File: src/hw/rtl/fpfa_pkg.sv
// shared types and codes for the fixed partition fit allocator
package fpfa_pkg;

   localparam int CSR_ADDR_W = 3;
   localparam int CSR_DATA_W = 32;
   localparam int POLICY_W   = 2;
   localparam int COUNT_W    = 5;

   localparam logic [1:0] REQ_LOAD  = 2'd0;
   localparam logic [1:0] REQ_ALLOC = 2'd1;
   localparam logic [1:0] REQ_CLEAR = 2'd2;

   localparam logic [POLICY_W-1:0] POL_FIRST = 2'd0;
   localparam logic [POLICY_W-1:0] POL_BEST  = 2'd1;
   localparam logic [POLICY_W-1:0] POL_WORST = 2'd2;

   localparam logic CSR_IDX_POLICY = 1'b0;
   localparam logic CSR_IDX_COUNT  = 1'b1;

   typedef struct packed {
      logic [1:0]  req_type;
      logic [3:0]  part_index;
      logic [15:0] size_value;
      logic [7:0]  proc_id;
   } fpfa_req_type;

   typedef struct packed {
      logic       granted;
      logic [3:0] alloc_index;
      logic [7:0] proc_echo;
   } fpfa_rsp_type;

endpackage

File: src/hw/rtl/fixed_partition_fit_allocator.sv
// fixed partition allocator with first, best and worst fit over a scanned table
//
//   channel  direction  handshake              payload
//   req      in         req_valid / req_ready  fpfa_req_type
//   rsp      out        rsp_valid / rsp_ready  fpfa_rsp_type
//   csr      in/out     psel, penable, pready  policy, partition count
//
// load, clear and unknown items give no result; the block stays idle and ready
// allocate scans the partition count, capped at NUM_PARTS, one table read and one compare a cycle,
// then the reply state registers the result; req_ready returns once the reply is sent
// first fit stops at the first hit, so it may finish sooner
// reset clears state, busy bits and registers; sizes and owners stay unknown
// a waiting result holds the reply cycle until rsp_ready; req is not taken meanwhile
module fixed_partition_fit_allocator
   import fpfa_pkg::*;
#(
   parameter int NUM_PARTS = 16,
   parameter int SIZE_BITS = 16,
   parameter int PROC_BITS = 8
) (
   input  logic                  clock,
   input  logic                  reset,
   input  logic                  req_valid,
   output logic                  req_ready,
   input  fpfa_req_type          req_data,
   output logic                  rsp_valid,
   input  logic                  rsp_ready,
   output fpfa_rsp_type          rsp_data,
   input  logic                  csr_psel,
   input  logic                  csr_penable,
   input  logic                  csr_pwrite,
   input  logic [CSR_ADDR_W-1:0] csr_paddr,
   input  logic [CSR_DATA_W-1:0] csr_pwdata,
   output logic [CSR_DATA_W-1:0] csr_prdata,
   output logic                  csr_pready
);

   localparam int IDX_W = (NUM_PARTS > 1) ? $clog2(NUM_PARTS) : 1;
   localparam int CNT_W = $clog2(NUM_PARTS + 1);

   typedef enum logic [1:0] {
      ST_IDLE,
      ST_SCAN,
      ST_REPLY
   } state_type;

   state_type              state_ff, state_in;
   logic [POLICY_W-1:0]    policy_ff, policy_in;
   logic [COUNT_W-1:0]     count_ff, count_in;
   logic [NUM_PARTS-1:0]   busy_ff, busy_in;
   logic [CNT_W-1:0]       limit_ff, limit_in;
   logic [CNT_W-1:0]       scan_idx_ff, scan_idx_in;
   logic                   cmp_vld_ff, cmp_vld_in;
   logic [IDX_W-1:0]       cmp_idx_ff, cmp_idx_in;
   logic                   found_ff, found_in;
   logic [IDX_W-1:0]       chosen_ff, chosen_in;
   logic [SIZE_BITS-1:0]   chosen_size_ff, chosen_size_in;
   logic [SIZE_BITS-1:0]   need_ff, need_in;
   logic [PROC_BITS-1:0]   pid_ff, pid_in;
   logic [POLICY_W-1:0]    pol_ff, pol_in;
   logic                   rsp_valid_ff, rsp_valid_in;
   fpfa_rsp_type           rsp_data_ff, rsp_data_in;

   logic [SIZE_BITS-1:0]   size_mem [NUM_PARTS];
   logic [PROC_BITS-1:0]   owner_mem [NUM_PARTS];
   logic [SIZE_BITS-1:0]   size_rd_ff;

   logic                   req_fire, csr_wr, load_ok, rd_en, owner_wr;
   logic                   fits, better;
   logic [IDX_W-1:0]       load_addr;
   logic [COUNT_W-1:0]     count_wdata;

   assign req_ready  = (state_ff == ST_IDLE);
   assign req_fire   = req_valid && req_ready;
   assign rsp_valid  = rsp_valid_ff;
   assign rsp_data   = rsp_data_ff;
   assign csr_pready = 1'b1;
   assign csr_wr     = csr_psel && csr_penable && csr_pwrite && csr_pready;
   assign load_ok    = req_fire && (req_data.req_type == REQ_LOAD)
                       && (32'(req_data.part_index) < NUM_PARTS);
   assign load_addr  = IDX_W'(req_data.part_index);
   assign count_wdata = csr_pwdata[COUNT_W-1:0];

   // register file
   always_comb begin
      policy_in = policy_ff;
      count_in  = count_ff;
      if (csr_wr) begin
         unique case (csr_paddr[2])
            CSR_IDX_POLICY: policy_in = csr_pwdata[POLICY_W-1:0];
            CSR_IDX_COUNT:  count_in  = count_wdata;
            default:        ;
         endcase
      end
   end

   always_comb begin
      unique case (csr_paddr[2])
         CSR_IDX_POLICY: csr_prdata = CSR_DATA_W'(policy_ff);
         CSR_IDX_COUNT:  csr_prdata = CSR_DATA_W'(count_ff);
         default:        csr_prdata = '0;
      endcase
   end

   // compare unit
   assign fits = cmp_vld_ff && !busy_ff[cmp_idx_ff] && (size_rd_ff >= need_ff);
   always_comb begin
      case (pol_ff)
         POL_BEST:  better = !found_ff || (size_rd_ff < chosen_size_ff);
         POL_WORST: better = !found_ff || (size_rd_ff >= chosen_size_ff);
         default:   better = 1'b1;
      endcase
   end

   always_comb begin
      state_in       = state_ff;
      busy_in        = busy_ff;
      limit_in       = limit_ff;
      scan_idx_in    = scan_idx_ff;
      cmp_vld_in     = 1'b0;
      cmp_idx_in     = cmp_idx_ff;
      found_in       = found_ff;
      chosen_in      = chosen_ff;
      chosen_size_in = chosen_size_ff;
      need_in        = need_ff;
      pid_in         = pid_ff;
      pol_in         = pol_ff;
      rsp_valid_in   = rsp_valid_ff && !rsp_ready;
      rsp_data_in    = rsp_data_ff;
      rd_en          = 1'b0;
      owner_wr       = 1'b0;

      unique case (state_ff)
         ST_IDLE: begin
            if (req_fire) begin
               case (req_data.req_type)
                  REQ_LOAD: begin
                     if (load_ok) begin
                        busy_in[load_addr] = 1'b0;
                     end
                  end
                  REQ_CLEAR: busy_in = '0;
                  REQ_ALLOC: begin
                     if (32'(count_ff) > NUM_PARTS) begin
                        limit_in = CNT_W'(NUM_PARTS);
                     end else begin
                        limit_in = CNT_W'(count_ff);
                     end
                     scan_idx_in = '0;
                     found_in    = 1'b0;
                     chosen_in   = '0;
                     need_in     = SIZE_BITS'(req_data.size_value);
                     pid_in      = PROC_BITS'(req_data.proc_id);
                     pol_in      = policy_ff;
                     state_in    = ST_SCAN;
                  end
                  default: ;
               endcase
            end
         end
         ST_SCAN: begin
            if (fits && better) begin
               found_in       = 1'b1;
               chosen_in      = cmp_idx_ff;
               chosen_size_in = size_rd_ff;
            end
            if (fits && pol_ff != POL_BEST && pol_ff != POL_WORST) begin
               state_in = ST_REPLY;
            end else if (scan_idx_ff == limit_ff) begin
               state_in = ST_REPLY;
            end else begin
               rd_en       = 1'b1;
               cmp_vld_in  = 1'b1;
               cmp_idx_in  = scan_idx_ff[IDX_W-1:0];
               scan_idx_in = scan_idx_ff + 1'b1;
            end
         end
         ST_REPLY: begin
            if (!rsp_valid_ff || rsp_ready) begin
               rsp_valid_in            = 1'b1;
               rsp_data_in.granted     = found_ff;
               rsp_data_in.alloc_index = found_ff ? 4'(chosen_ff) : 4'd0;
               rsp_data_in.proc_echo   = 8'(pid_ff);
               if (found_ff) begin
                  busy_in[chosen_ff] = 1'b1;
                  owner_wr           = 1'b1;
               end
               state_in = ST_IDLE;
            end
         end
         default: state_in = ST_IDLE;
      endcase
   end

   always_ff @(posedge clock) begin
      if (reset) begin
         state_ff     <= ST_IDLE;
         policy_ff    <= '0;
         count_ff     <= '0;
         busy_ff      <= '0;
         cmp_vld_ff   <= 1'b0;
         found_ff     <= 1'b0;
         rsp_valid_ff <= 1'b0;
      end else begin
         state_ff     <= state_in;
         policy_ff    <= policy_in;
         count_ff     <= count_in;
         busy_ff      <= busy_in;
         cmp_vld_ff   <= cmp_vld_in;
         found_ff     <= found_in;
         rsp_valid_ff <= rsp_valid_in;
      end
      limit_ff       <= limit_in;
      scan_idx_ff    <= scan_idx_in;
      cmp_idx_ff     <= cmp_idx_in;
      chosen_ff      <= chosen_in;
      chosen_size_ff <= chosen_size_in;
      need_ff        <= need_in;
      pid_ff         <= pid_in;
      pol_ff         <= pol_in;
      rsp_data_ff    <= rsp_data_in;
   end

   // size table
   always_ff @(posedge clock) begin
      if (load_ok) begin
         size_mem[load_addr] <= SIZE_BITS'(req_data.size_value);
      end
      if (rd_en) begin
         size_rd_ff <= size_mem[scan_idx_ff[IDX_W-1:0]];
      end
   end

   // owner table
   always_ff @(posedge clock) begin
      if (owner_wr) begin
         owner_mem[chosen_ff] <= pid_ff;
      end
   end

endmodule

File: config.mk
export PLATFORM = sky130hd
export DESIGN_NAME = fixed_partition_fit_allocator
export DESIGN_NICKNAME = d
export VERILOG_FILES = /design/src/hw/rtl/fpfa_pkg.sv /design/src/hw/rtl/fixed_partition_fit_allocator.sv
export SDC_FILE = /design/constraint.sdc
export NUM_CORES = 1
export LEC_CHECK = 0
export ABC_AREA = 0
export ABC_CLOCK_PERIOD_IN_PS = 3600
export CAP_MARGIN = 15
export CORE_MARGIN = 3
export CORE_UTILIZATION = 55
export CTS_CLUSTER_SIZE = 16
export DETAILED_ROUTE_END_ITERATION = 10
export DONT_BUFFER_PORTS = 1
export GPL_ROUTABILITY_DRIVEN = 0
export PLACE_DENSITY = 0.78
export SLEW_MARGIN = 25
export SYNTH_ARGS = -nofsm -noshare
export SYNTH_HDL_FRONTEND = slang
export SYNTH_SLANG_ARGS = --single-unit
File: constraint.sdc
create_clock -name clock -period 3.6 [get_ports clock]
set_input_delay 0.18 -clock clock [delete_from_list [all_inputs] [get_ports clock]]
set_output_delay 0.18 -clock clock [all_outputs]
set_load 0.005 [all_outputs]
Word level (Yosys, flattened, before mapping) --
Memories as Yosys holds them, arrays and structs flattened. A register that Yosys moved wholly into a read port is not among the register bits. Cells that the tools add are included.
Operators by class: add/subtract/negate cells 1, order comparisons 9, equality and inequality tests 19, muxes and demuxes 40, bitwise logic cells 6, reductions and logical operators 33
Operators with widths (count):
- $mux W16 | 4
- $pmux W16 S2 | 2
- $pmux W32 S2 | 1
- $ge A16 B16 Y1 | 2
- $mux W5 | 4
- $and A16 B16 Y16 | 1
- $lt A16 B16 Y1 | 1
- $not A16 Y16 | 1
- $or A16 B16 Y16 | 1
- $lt A4 B5 Y1 const B | 3
- $mux W1 | 13
- $logic_and A1 B1 Y1 | 12
- $mux W4 | 3
- $ne A2 B2 Y1 const B | 6
- $mux W2 | 5
- $pmux W5 S2 | 1
- $demux W1 S4 | 2
- $ge A4 B1 Y1 const B | 2
- $pmux W4 S2 | 1
- $reduce_and A2 Y1 | 4
- $reduce_and A4 Y1 | 2
- $eq A2 B1 Y1 const B | 3
- $eq A2 B2 Y1 const B | 3
- $ne A2 B1 Y1 const B | 3
- 16 further kinds | 28
Storage, ports and cells: bits in registers 101, bits in writable memories 256, word-level logic and storage cells 127, memories 1
Memories:
- size_mem | words 16, bits a word 16, rd ports 1, clocked after memory_dff 1, wr ports 1, RTL line fixed_partition_fit_allocator.sv:64 | logic [SIZE_BITS-1:0] size_mem [NUM_PARTS];

Depth between registers and ports, before layout --
Gate-level depths: netlist of run 1.
depth after elaboration 10, depth in mapped cells 8, mapped depth without buffers 7

Least setup slack after synthesis of run 1 --
No wires, ideal clock.
path kind flip-flop to flip-flop, from reg cmp_idx_ff[0], to reg chosen_size_ff[0], enable pin, data arrival time 3.351 ns, required time 3.170 ns, setup slack -0.181 ns, cell stages (with the launch flop) 6, buffers on the path 0, clock period less this slack 3.781 ns, cell sequence edfxtp_1 mux4_1 mux4_2 nor2b_4 o21ai_2 nor4_1
On the way: word-level cells in the longest chain between the ends 7
Ends and longest elaborated chain:
- start: declaration | RTL line fixed_partition_fit_allocator.sv:54 | logic [IDX_W-1:0] cmp_idx_ff, cmp_idx_in;
- start signal: assignment | RTL line fixed_partition_fit_allocator.sv:215 | cmp_idx_ff <= cmp_idx_in;
- $bmux W1 S4 | RTL line fixed_partition_fit_allocator.sv:106 | assign fits = cmp_vld_ff && !busy_ff[cmp_idx_ff] && (size_rd_ff >= need_ff);
- $mux W1 (not written as such) | RTL line fixed_partition_fit_allocator.sv:106
- $logic_not A1 Y1 | RTL line fixed_partition_fit_allocator.sv:106
- $logic_and A1 B1 Y1 (2 in series) | RTL line fixed_partition_fit_allocator.sv:106
- $logic_and A1 B1 Y1 | RTL line fixed_partition_fit_allocator.sv:162 | if (fits && better) begin
- $reduce_and A2 Y1 (no line)
- end signal: assignment | RTL line fixed_partition_fit_allocator.sv:217 | chosen_size_ff <= chosen_size_in;
- end: declaration | RTL line fixed_partition_fit_allocator.sv:57 | logic [SIZE_BITS-1:0] chosen_size_ff, chosen_size_in;
No other way between the ends. The select of a mux whose other input is x is not followed. A chain may end at the register's enable or synchronous reset.

Worst setup path in the final report of run 1 --
from reg size_rd_ff[11], read port of size_mem, to reg chosen_ff[0], enable pin
On the way: word-level cells in the longest chain between the ends 6
Ends and longest elaborated chain:
- start: declaration | RTL line fixed_partition_fit_allocator.sv:66 | logic [SIZE_BITS-1:0] size_rd_ff;
- $ge A16 B16 Y1 or $lt A16 B16 Y1 (tied branches) | RTL line fixed_partition_fit_allocator.sv:110, fixed_partition_fit_allocator.sv:109
- $logic_or A1 B1 Y1, on equally long branches | RTL line fixed_partition_fit_allocator.sv:110, fixed_partition_fit_allocator.sv:109
- $pmux W1 S2 | RTL line fixed_partition_fit_allocator.sv:108 | case (pol_ff)
- $logic_and A1 B1 Y1 (*) | RTL line fixed_partition_fit_allocator.sv:162
- $ne A2 B2 Y1 (no line) (*)
- $reduce_and A4 Y1 (no line) (*)
- end signal: assignment | RTL line fixed_partition_fit_allocator.sv:216 | chosen_ff <= chosen_in;
- end: declaration | RTL line fixed_partition_fit_allocator.sv:56 | logic [IDX_W-1:0] chosen_ff, chosen_in;
Every way passes the cells marked *; elsewhere a longest branch is shown, timed or not.

==> results of run 1 <==
-- per-layer routing --
metal / part of all wire (%) / routed length [um] / track usage, % / vias up
met5: 0.023 / 7 / 0 / -
met3: 7.4 / 2262 / 3.909 / 48
met1: 39 / 12000 / 28.85 / 3878
li1: - / - / - / 3355
met2: 51 / 15570 / 35.36 / 352
met4: 2.2 / 670 / 6.005 / 2
-- Yosys cell counts (all sizes together), types with 2 or more instances --
library cell,instances,area share (%)
buf,36,1.6
o41ai,2,0.12
inv,38,0.94
mux4,85,13
xnor2,4,0.23
o21ai,23,0.78
mux2i,7,0.46
or3b,2,0.12
conb,2,0.050
nand4,6,0.25
nor2,66,1.6
nand3b,2,0.099
nand2,12,0.30
nor3b,2,0.099
xor2,4,0.23
clkbuf,23,0.57
or4,2,0.099
edfxtp,345,68
nand2b,10,0.41
dfxtp,28,3.7
a22oi,17,0.84
or2,2,0.083
and2,12,0.50
nor2b,8,0.38
nand3,5,0.17
nor4,2,0.083
o21a,3,0.15
ha,35,2.9
a21o,2,0.099
a21oi,14,0.46
nor3,8,0.26
mux2,2,0.15
nor4b,3,0.17
-- logic make-up (layout without fill, tap and decap cells) --
| family | after synthesis | after routing | synth area share [%] |
|---|---|---|---|
| AO/OA/AOI/OAI | 72 | 72 | 3.057 |
| AND/OR/NAND/NOR | 147 | 147 | 4.948 |
| buffers and inverters | 97 | 167 | 3.139 |
| other | 2 | 28 | 0.04958 |
| XOR/XNOR | 8 | 8 | 0.4626 |
| multiplexers | 94 | 94 | 13.35 |
| flip-flops | 373 | 373 | 72.10 |
| adder cells (fa/ha/maj) | 35 | 35 | 2.891 |
-- layout make-up --
type	count	area, um2	area share, %
clock inverters	21	197.7	1.151
flip-flops and latches	373	10920	63.56
clock buffers	46	980.9	5.709
repair buffers	62	605.6	3.525
well taps	341	426.7	2.483
inverters	38	142.6	0.8302
multi-input cells	384	3908	22.74
-- registers in the layout (all words and copies together), names as in the netlist --
name            flops
size_mem          256
busy_ff            16
chosen_size_ff     16
need_ff            16
size_rd_ff         16
rsp_data           13
pid_ff              8
count_ff            5
limit_ff            5
scan_idx_ff         5
chosen_ff           4
cmp_idx_ff          4
pol_ff              2
policy_ff           2
state_ff            2
cmp_vld_ff          1
found_ff            1
rsp_valid           1
-- power by group through the flow --
stage	Combinational (uW)	Clock (uW)	Sequential [uW]
after floorplan	274	0	4890
after global placement	320	0	4890
after detailed placement	325	0	4900
after CTS	406	3790	4800
after global routing	443	3960	4810
final	404	3710	4800
-- critical path, stage by stage, from the launching register on --
cell      delay, ns
edfxtp_1       0.42
ha_1           0.34
nand4_1        0.16
a211o_1        0.30
o32ai_1        0.57
o21ai_2        0.22
o41ai_1        0.43
buf_4          0.20
-- stage by stage --
step                      worst slack, ns  power (uW)  utilization [%]  instances  hold slack [ns]
final                              0.6799        8919            63.57       1265          0.03129
after global routing               0.4980        9209            63.57       1265          0.06094
after CTS                          0.6604        9000            63.58       1265          0.01493
after detailed placement           0.6820        5221            57.81       1160           0.2574
after global placement             0.7445        5214            57.81       1160           0.2563
after floorplan                    0.4764        5160                -        854           0.2789
-- worst max-delay path by stage --
stage                                   from                           end  slack (ns)  cells after the start
global placement    size_rd_ff[11]$_DFFE_PP_    chosen_ff[3]$_SDFFCE_PN0P_        0.74                      7
finish              size_rd_ff[11]$_DFFE_PP_    chosen_ff[0]$_SDFFCE_PN0P_        0.68                      7
CTS                 size_rd_ff[11]$_DFFE_PP_    chosen_ff[0]$_SDFFCE_PN0P_        0.66                      7
detailed placement  size_rd_ff[11]$_DFFE_PP_    chosen_ff[2]$_SDFFCE_PN0P_        0.68                      7
global route         size_rd_ff[0]$_DFFE_PP_  scan_idx_ff[2]$_SDFFCE_PN0P_        0.50                      7
floorplan            cmp_idx_ff[0]$_DFFE_PP_   chosen_size_ff[0]$_DFFE_PP_        0.48                      5
-- repair_timing --
item | CTS | global route
hold endpoints to repair | 308 | 0
resized for setup | 0 | 0
setup endpoints to repair | 0 | 0
hold buffers | 38 | 0
==> metrics.yaml, run 1 <==
htree_levels: 2
crit_arrival_ns: 3.16
cts.sinks: 373
ys.flop_type: "edfxtp_1"
irDropWorstVdd_mv: 0.4725
holdPathStages: 4
max_freq_mhz: 342.5
wl_per_cell_um: 24.12
power_density_nw_per_um2: 519.1
min_to: "found_ff$_SDFFE_PP0P_"
grt_setup_unrepaired: "false"
fin_skew_ns: 0.02508
cts_tree: "built"
status: "finished clean"
tightest_slew_ns: 0.8046
p_int_uw: 7065
reg2reg_slack_ns: 0.68
startpoint_type: "flip-flop"
die-area_um2: 29570
io_buffers: 0
fillers: 1790
grt_max_degree: 69
synth_area_um2: 15150
synthCells: 828
grt_pass1_vias: 7680
setup_tns_ns: 0
area_delta_synth_final_pct: 13.44
maxSlewViolCount: 0
ant_nets: 0
cts_buffer_depth: 3
n_antenna_cell: 0
finalCritPeriodShare_pct: 81.11
grt_usage_pct: 21.10
async_flop_share_pct: 0
core-area_um2: 27030
p_comb_share_pct: 4.5
finalSetupViolCount: 0
cts_root_buffer: "clkbuf_16"
die_w_um: 171.9
syn-mean-instance-area_um2: 18.29
num_vias: 7635
ioPinCount: 120
gr-total-overflow: 0
reg2reg_depth: 7
yosysWarnings: 0
cts_buffers: 38
die_height_um: 171.9
antenna_found_initial: 1
yosysSeqAreaShare_pct: 72.10
viasPerCell: 6.036
seq_power_share_pct: 53.9
r2r_start: "size_rd_ff[11]$_DFFE_PP_"
layout_common_cells: "345 x edfxtp_1, 81 x mux4_2, 49 x nor2_1"
min_path_type: "in -> reg"
synth-edff-count: 345
p_sw_uw: 1854
hold_start: "req_data[29]"
drc: 0
design_area_um2: 17180
required_ns: 3.84
clkTransAtPathRegs_ns: 0.06
p_clk_share_pct: 41.6
final_nets: 1004
crit_path_end_kind: "flip-flop"
hold_viol: 0
dr.pass1.iters: 5
min_period_ns: 2.920
dpl.hpwl_mm: 17.32
crit_type: "reg -> reg"
synth_seq_cells: 373
maxCapViolations: 0
cellLeakagePower_uw: 0.005813
grt_pass1_wl_mm: 46.32
layout_commonest_cell: "edfxtp_1"
drt_wl_total_mm: 30.51
drtIter0Drc: 646
postCtsSetupRepairBufs: 0
insertion_delay_ns: 0.54
initial_core_util_pct: 56.04
drive_above_1_share_pct: 20.24
placementRows: 60
r2r-end: "chosen_ff[0]$_SDFFCE_PN0P_"
placed_cell_area_um2: 15630
crit_fanout: 4
synth_cell_types: 55
slew_headroom_pct: 45.60
swShare_pct: 20.79
(Power assumes the default switching activity.)
==> run 2: changes to the inputs <==
--- a/config.mk
+++ b/config.mk
@@ -6,7 +6,7 @@
 export NUM_CORES = 1
 export LEC_CHECK = 0
 export ABC_AREA = 0
-export ABC_CLOCK_PERIOD_IN_PS = 3600
+export ABC_CLOCK_PERIOD_IN_PS = 2750
 export CAP_MARGIN = 15
 export CORE_MARGIN = 3
 export CORE_UTILIZATION = 55
@@ -14,7 +14,7 @@
 export DETAILED_ROUTE_END_ITERATION = 10
 export DONT_BUFFER_PORTS = 1
 export GPL_ROUTABILITY_DRIVEN = 0
-export PLACE_DENSITY = 0.78
+export PLACE_DENSITY = 0.75
 export SLEW_MARGIN = 25
 export SYNTH_ARGS = -nofsm -noshare
 export SYNTH_HDL_FRONTEND = slang
==> constraint.sdc (replaced) <==
create_clock -name clock -period 2.75 [get_ports clock]
set_input_delay 0.1375 -clock clock [delete_from_list [all_inputs] [get_ports clock]]
set_output_delay 0.1375 -clock clock [all_outputs]
set_load 0.005 [all_outputs]
==> metrics.yaml, run 2 (synthesis gave the netlist of run 1 again) <==
p_clk_share_pct: 42.4  # +0.8 points
viasPerCell: 6.027  # -0.15%
crit_arrival_ns: 2.90  # -0.26 ns
cts_buffers: 37  # -2.6%
final_nets: 1020  # +1.6%
fin_util_pct: 64.71  # +1.1 points
grt_usage_pct: 21.69  # +0.59 points
wl_per_cell_um: 24.45  # +1.4%
gr-total-overflow: 0  # unchanged
fin_skew_ns: 0.03039  # +0.005313 ns
crit_fanout: 8  # +4
dpl.hpwl_mm: 17.74  # +2.4%
max_stage_delay_ns: 0.54  # -0.03 ns
crit_top_cell: "mux4_2"
slew_headroom_pct: 44.43  # -1.2 points
setup_tns_ns: 0  # unchanged
drt_wl_total_mm: 31.37  # +2.8%
clkTransAtPathRegs_ns: 0.06  # about the same
cellLeakagePower_uw: 0.005928  # +2.0%
largest_reg_flops: 256  # unchanged
swShare_pct: 20.58  # -0.21 points
ioPinCount: 120  # unchanged
slowest_stage: "mux4_2"
largest-register: "size_mem"
finalSetupViolCount: 0  # unchanged
p_sw_uw: 2444  # +32%
initial_core_util_pct: 56.04  # unchanged
antenna_found_initial: 0  # -1
cts_tree: "built"
startpoint_type: "flip-flop"
drive_above_1_share_pct: 22.51  # +2.3 points
core-area_um2: 27030  # unchanged
io_buffers: 0  # unchanged
maxCapViolations: 0  # unchanged
power_density_nw_per_um2: 678.9  # +31%
p_int_uw: 9430  # +33%
layout_common_cells: "345 x edfxtp_1, 84 x mux4_2, 49 x nor2_1"
max_freq_mhz: 374.6  # +9.4%
seq_power_share_pct: 52.9  # -1.0 points
cp_num_buf_inv: 3  # +2
use_met3_pct: 3.246  # -0.66 points
tightest_slew_ns: 0.8259  # +0.02126 ns
grt.busiest_layer: "met2"
cts_buffer_depth: 3  # unchanged
placementRows: 60  # unchanged
status: "finished clean"
insertion_delay_ns: 0.54  # about the same
irDropWorstVdd_mv: 0.6547  # +39%
required_ns: 2.99  # -0.85 ns
design_area_um2: 17490  # +1.8%
die_w_um: 171.9  # unchanged
cts_root_buffer: "clkbuf_16"
n_antenna_cell: 0  # unchanged
grt_setup_unrepaired: "true"
crit_path_end_kind: "flip-flop"
area_delta_synth_final_pct: 15.47
grt_pass1_wl_mm: 47.38  # +2.3%
placed_cell_area_um2: 15830  # +1.3%
drc: 0  # unchanged
grt_max_degree: 68  # -1.4%
gr-usage-met2_pct: 36.92  # +1.6 points
min_period_ns: 2.670  # -0.2506 ns
grt_pass1_vias: 7861  # +2.4%
cp_cell_sequence: "mux4_2 -> mux4_2 -> nor2b_4 -> o21ai_2 -> buf_6 -> nor4_4 -> buf_4 -> clkbuf_16"
layout_commonest_cell: "edfxtp_1"
power_uw: 11870  # +33%
p_comb_share_pct: 4.7  # +0.2 points
hold_viol: 0  # unchanged
drtIter0Drc: 714  # +11%
min_path_type: "in -> reg"
cts.sinks: 373  # unchanged
num_vias: 7732  # +1.3%
dr.pass1.iters: 5  # unchanged
met1_usage_pct: 29.79  # +0.94 points
die-area_um2: 29570  # unchanged
maxSlewViolCount: 0  # unchanged
ant_nets: 0  # unchanged
die_height_um: 171.9  # unchanged
crit_type: "reg -> reg"
finalCritPeriodShare_pct: 97.07  # +16 points
htree_levels: 2  # unchanged
crit_family: "multiplexers"
whs_ns: 0.03267  # +0.001388 ns
[run 2: cell types whose count changed in the layout (fill, tap and decap cells not counted), sizes merged]
| cell | delta |
|---|---|
| clkinvlp | +3 |
| bufinv | +2 |
| inv | -2 |
| buf | +16 |
| clkbuf | -3 |
| clkinv | +2 |
[run 2: final cells by class]
cell class              count  area (um2)
clock buffers              42       965.9
well taps                 341       426.7
repair buffers             79       854.6
fillers                  1772        9537
flip-flops and latches    373       10920
inverters                  38       142.6
clock inverters            26       259.0
multi-input cells         384        3920
[run 2: metrics by stage]
stage / setup slack [ns] / instances
3_5_place_dp: -0.002203 / 1174
2_1_floorplan: 0.02517 / 854
4_1_cts: 0.06673 / 1280
6_report: 0.08049 / 1283
5_1_grt: -0.01123 / 1283
3_3_place_gp: 0.09447 / 1174
[run 2: path summary, 6_finish.rpt]
check | startpoint | endpoint | slack, ns | cells past startpoint
setup / recovery | cmp_idx_ff[0]$_DFFE_PP_ | chosen_size_ff[5]$_DFFE_PP_ | 0.08 | 8
hold / removal | req_data[24] | busy_ff[0]$_SDFFE_PP0P_ | 0.03 | 4
setup reg to reg | cmp_idx_ff[0]$_DFFE_PP_ | chosen_size_ff[5]$_DFFE_PP_ | 0.08 | 8
hold reg to reg | pid_ff[7]$_DFFE_PP_ | rsp_data[7]$_DFFE_PP_ | 0.42 | 0
[run 2: repair_timing]
item                                   4_1_cts  5_1_grt
endpoints found under the hold margin      308        0
setup buffers                                0        2
pin swaps                                    0        1
hold buffers                                38        0
cloned                                       0        1
gates resized for setup                      1        8
setup endpoints to repair                    4       25
[run 2: layer usage]
layer / up-vias / wire [um] / share of wire [%]
li1: 3393 / - / -
met1: 3969 / 13020 / 42
met2: 318 / 15970 / 51
met3: 52 / 1680 / 5.4
met4: 0 / 695 / 2.2
met5: - / 0 / 0
[run 2: power groups by stage]
stage / logic (uW) / registers, uW / clock network, uW
final: 553 / 6290 / 5030
after global routing: 606 / 6290 / 5340
after CTS: 555 / 6290 / 5120
after global placement: 440 / 6400 / 0
after floorplan: 360 / 6400 / 0
after detailed placement: 449 / 6410 / 0
[run 2: worst min-delay path, delay by kind of cell]
family | cells | cell delay, ns
AO/OA/AOI/OAI | 2 | 0.26
AND/OR/NAND/NOR | 2 | 0.11
==> run 3: changes to the inputs <==
--- a/config.mk
+++ b/config.mk
@@ -9,12 +9,13 @@
 export ABC_CLOCK_PERIOD_IN_PS = 2750
 export CAP_MARGIN = 15
 export CORE_MARGIN = 3
-export CORE_UTILIZATION = 55
+export CORE_UTILIZATION = 30
 export CTS_CLUSTER_SIZE = 16
 export DETAILED_ROUTE_END_ITERATION = 10
 export DONT_BUFFER_PORTS = 1
 export GPL_ROUTABILITY_DRIVEN = 0
-export PLACE_DENSITY = 0.75
+export GPL_TIMING_DRIVEN = 1
+export PLACE_DENSITY = 0.49
 export SLEW_MARGIN = 25
 export SYNTH_ARGS = -nofsm -noshare
 export SYNTH_HDL_FRONTEND = slang
==> metrics.yaml, run 3 (synthesis gave the netlist of run 1 again) <==
final_nets: 1048  # +2.7%
crit_path_end_kind: "flip-flop"
cts.sinks: 373  # unchanged
grt_max_degree: 35  # -49%
area_delta_synth_final_pct: 20.57
maxSlewViolCount: 0  # unchanged
required_ns: 3.03  # +0.04 ns
cts_tree: "built"
fin_skew_ns: 0.01242  # -0.01798 ns
drive_above_1_share_pct: 24.15  # +1.6 points
grt_setup_unrepaired: "false"
max_stage_delay_ns: 0.60  # +0.06 ns
cts_buffers: 42  # +14%
insertion_delay_ns: 0.58  # +0.04 ns
viasPerCell: 4.668  # -23%
drc: 0  # unchanged
cellLeakagePower_uw: 0.006128  # +3.4%
htree_levels: 2  # unchanged
wl_per_cell_um: 20.91  # -14%
grt_usage_pct: 13.03  # -8.7 points
dr.pass1.iters: 5  # unchanged
largest_reg_flops: 256  # unchanged
max_freq_mhz: 385.2  # +2.8%
cts_root_buffer: "clkbuf_16"
placed_cell_area_um2: 16510  # +4.3%
largest-register: "size_mem"
maxCapViolations: 0  # unchanged
finalCritPeriodShare_pct: 94.41  # -2.7 points
min_path_type: "in -> reg"
slowest_stage: "mux4_1"
cp_cell_sequence: "mux4_1 -> mux4_2 -> nor2b_4 -> o21ai_2 -> nor4_4 -> buf_12"
die_w_um: 230.7  # +34%
status: "finished clean"
die_height_um: 230.7  # +34%
initial_core_util_pct: 30.69  # -25 points
power_density_nw_per_um2: 672.7  # -0.91%
ioPinCount: 120  # unchanged
finalSetupViolCount: 0  # unchanged
startpoint_type: "flip-flop"
antenna_found_initial: 1  # +1
placementRows: 81  # +35%
hold_viol: 0  # unchanged
drtIter0Drc: 589  # -18%
layout_common_cells: "345 x edfxtp_1, 83 x mux4_2, 49 x nor2_1"
min_period_ns: 2.596  # -0.07315 ns
irDropWorstVdd_mv: 0.5068  # -23%
postCtsSetupRepairBufs: 0  # unchanged
core-area_um2: 49360  # +83%
design_area_um2: 18260  # +4.4%
crit_fanout: 16  # +8
clkTransAtPathRegs_ns: 0.06  # about the same
crit_arrival_ns: 2.87  # -0.03 ns
io_buffers: 0  # unchanged
die-area_um2: 53220  # +80%
drt_wl_total_mm: 34.24  # +9.2%
crit_type: "reg -> reg"
gr-total-overflow: 0  # unchanged
num_vias: 7646  # -1.1%
place_ws_ns: -0.1889  # -0.1867 ns
layout_commonest_cell: "edfxtp_1"
ant_nets: 0  # unchanged
tightest_slew_ns: 0.8590  # +0.03311 ns
dpl.hpwl_mm: 20.55  # +16%
setup_slack_ns: 0.1536  # +0.07315 ns
grt_pass1_vias: 7990  # +1.6%
slew_headroom_pct: 41.93  # -2.5 points
grt_pass1_wl_mm: 51.59  # +8.9%
cts_buffer_depth: 3  # unchanged
==> run 3: cell count changes in the layout (fill, tap and decap cells not counted), moves of 2 or more <==
cell,previous run,this run
buf_12,12,19
buf_4,27,44
clkbuf_1,4,8
clkbuf_16,39,42
clkinvlp_4,4,0
clkinv_1,9,12
inv_6,0,2
o21ai_1,0,2
o21ai_0,22,20
==> run 3: final timing paths <==
check | slack, ns | start | to | depth (start not counted)
worst max-delay path | 0.15 | cmp_idx_ff[0]$_DFFE_PP_ | chosen_size_ff[0]$_DFFE_PP_ | 6
worst min-delay path | 0.04 | csr_pwrite | count_ff[3]$_SDFFE_PP0P_ | 3
worst max register to register | 0.15 | cmp_idx_ff[0]$_DFFE_PP_ | chosen_size_ff[0]$_DFFE_PP_ | 6
worst min register to register | 0.42 | pid_ff[3]$_DFFE_PP_ | rsp_data[3]$_DFFE_PP_ | 0
==> run 3: layer usage <==
layer | wire length (um) | up-vias | global-route usage [%]
li1 | - | 3452 | -
met1 | 15040 | 3966 | 17.20
met2 | 16860 | 177 | 21.76
met3 | 1614 | 51 | 2.863
met4 | 732 | 0 | 3.680
met5 | 0 | - | 0
==> run 3: repair_timing <==
action,in CTS,in global routing
hold buffers,39,0
endpoints found under the setup margin,21,46
pin swaps,0,3
resized for setup,3,9
endpoints found under the hold margin,308,0
==> run 3: worst max-delay path, delay by kind of cell (launching register included) <==
family,cells,cell delay (ns)
AOI/OAI and AO/OA,1,0.10
buffers and inverters,1,0.21
DFF,1,0.49
and+or+nand+nor,2,0.36
muxes,2,1.12
==> run 3: layout make-up <==
type	count	area [um2]
fill	4578	31090
sequential	373	10920
multi-input combinational	384	3946
timing repair buffer	102	1096
clock buffer	50	1081
tap	664	830.8
clock inverter	26	241.5
inverter	38	142.6
antenna	1	2.502
==> run 3: power breakdown <==
part / switching, uW / leakage [uW] / internal, uW
logic: 324 / 0.00213 / 272
registers: 27.8 / 0.00335 / 6260
clock network: 2290 / 0.000646 / 3110
total: 2640 / 0.00613 / 9640
==> run 3: through the flow <==
stage          total power [uW]  utilization, %  instances  hold WS (ns)  TNS (ns)
6_report                  12280           37.00       1638       0.04061         0
5_1_grt                   12780           37.00       1638       0.04118         0
4_1_cts                   12490           36.96       1637      0.009141         0
3_5_place_dp               6904           33.45       1522        0.2146    -1.448
3_3_place_gp               6900           33.45       1522        0.2134   -0.2021
2_1_floorplan              6755               -        854        0.2364         0
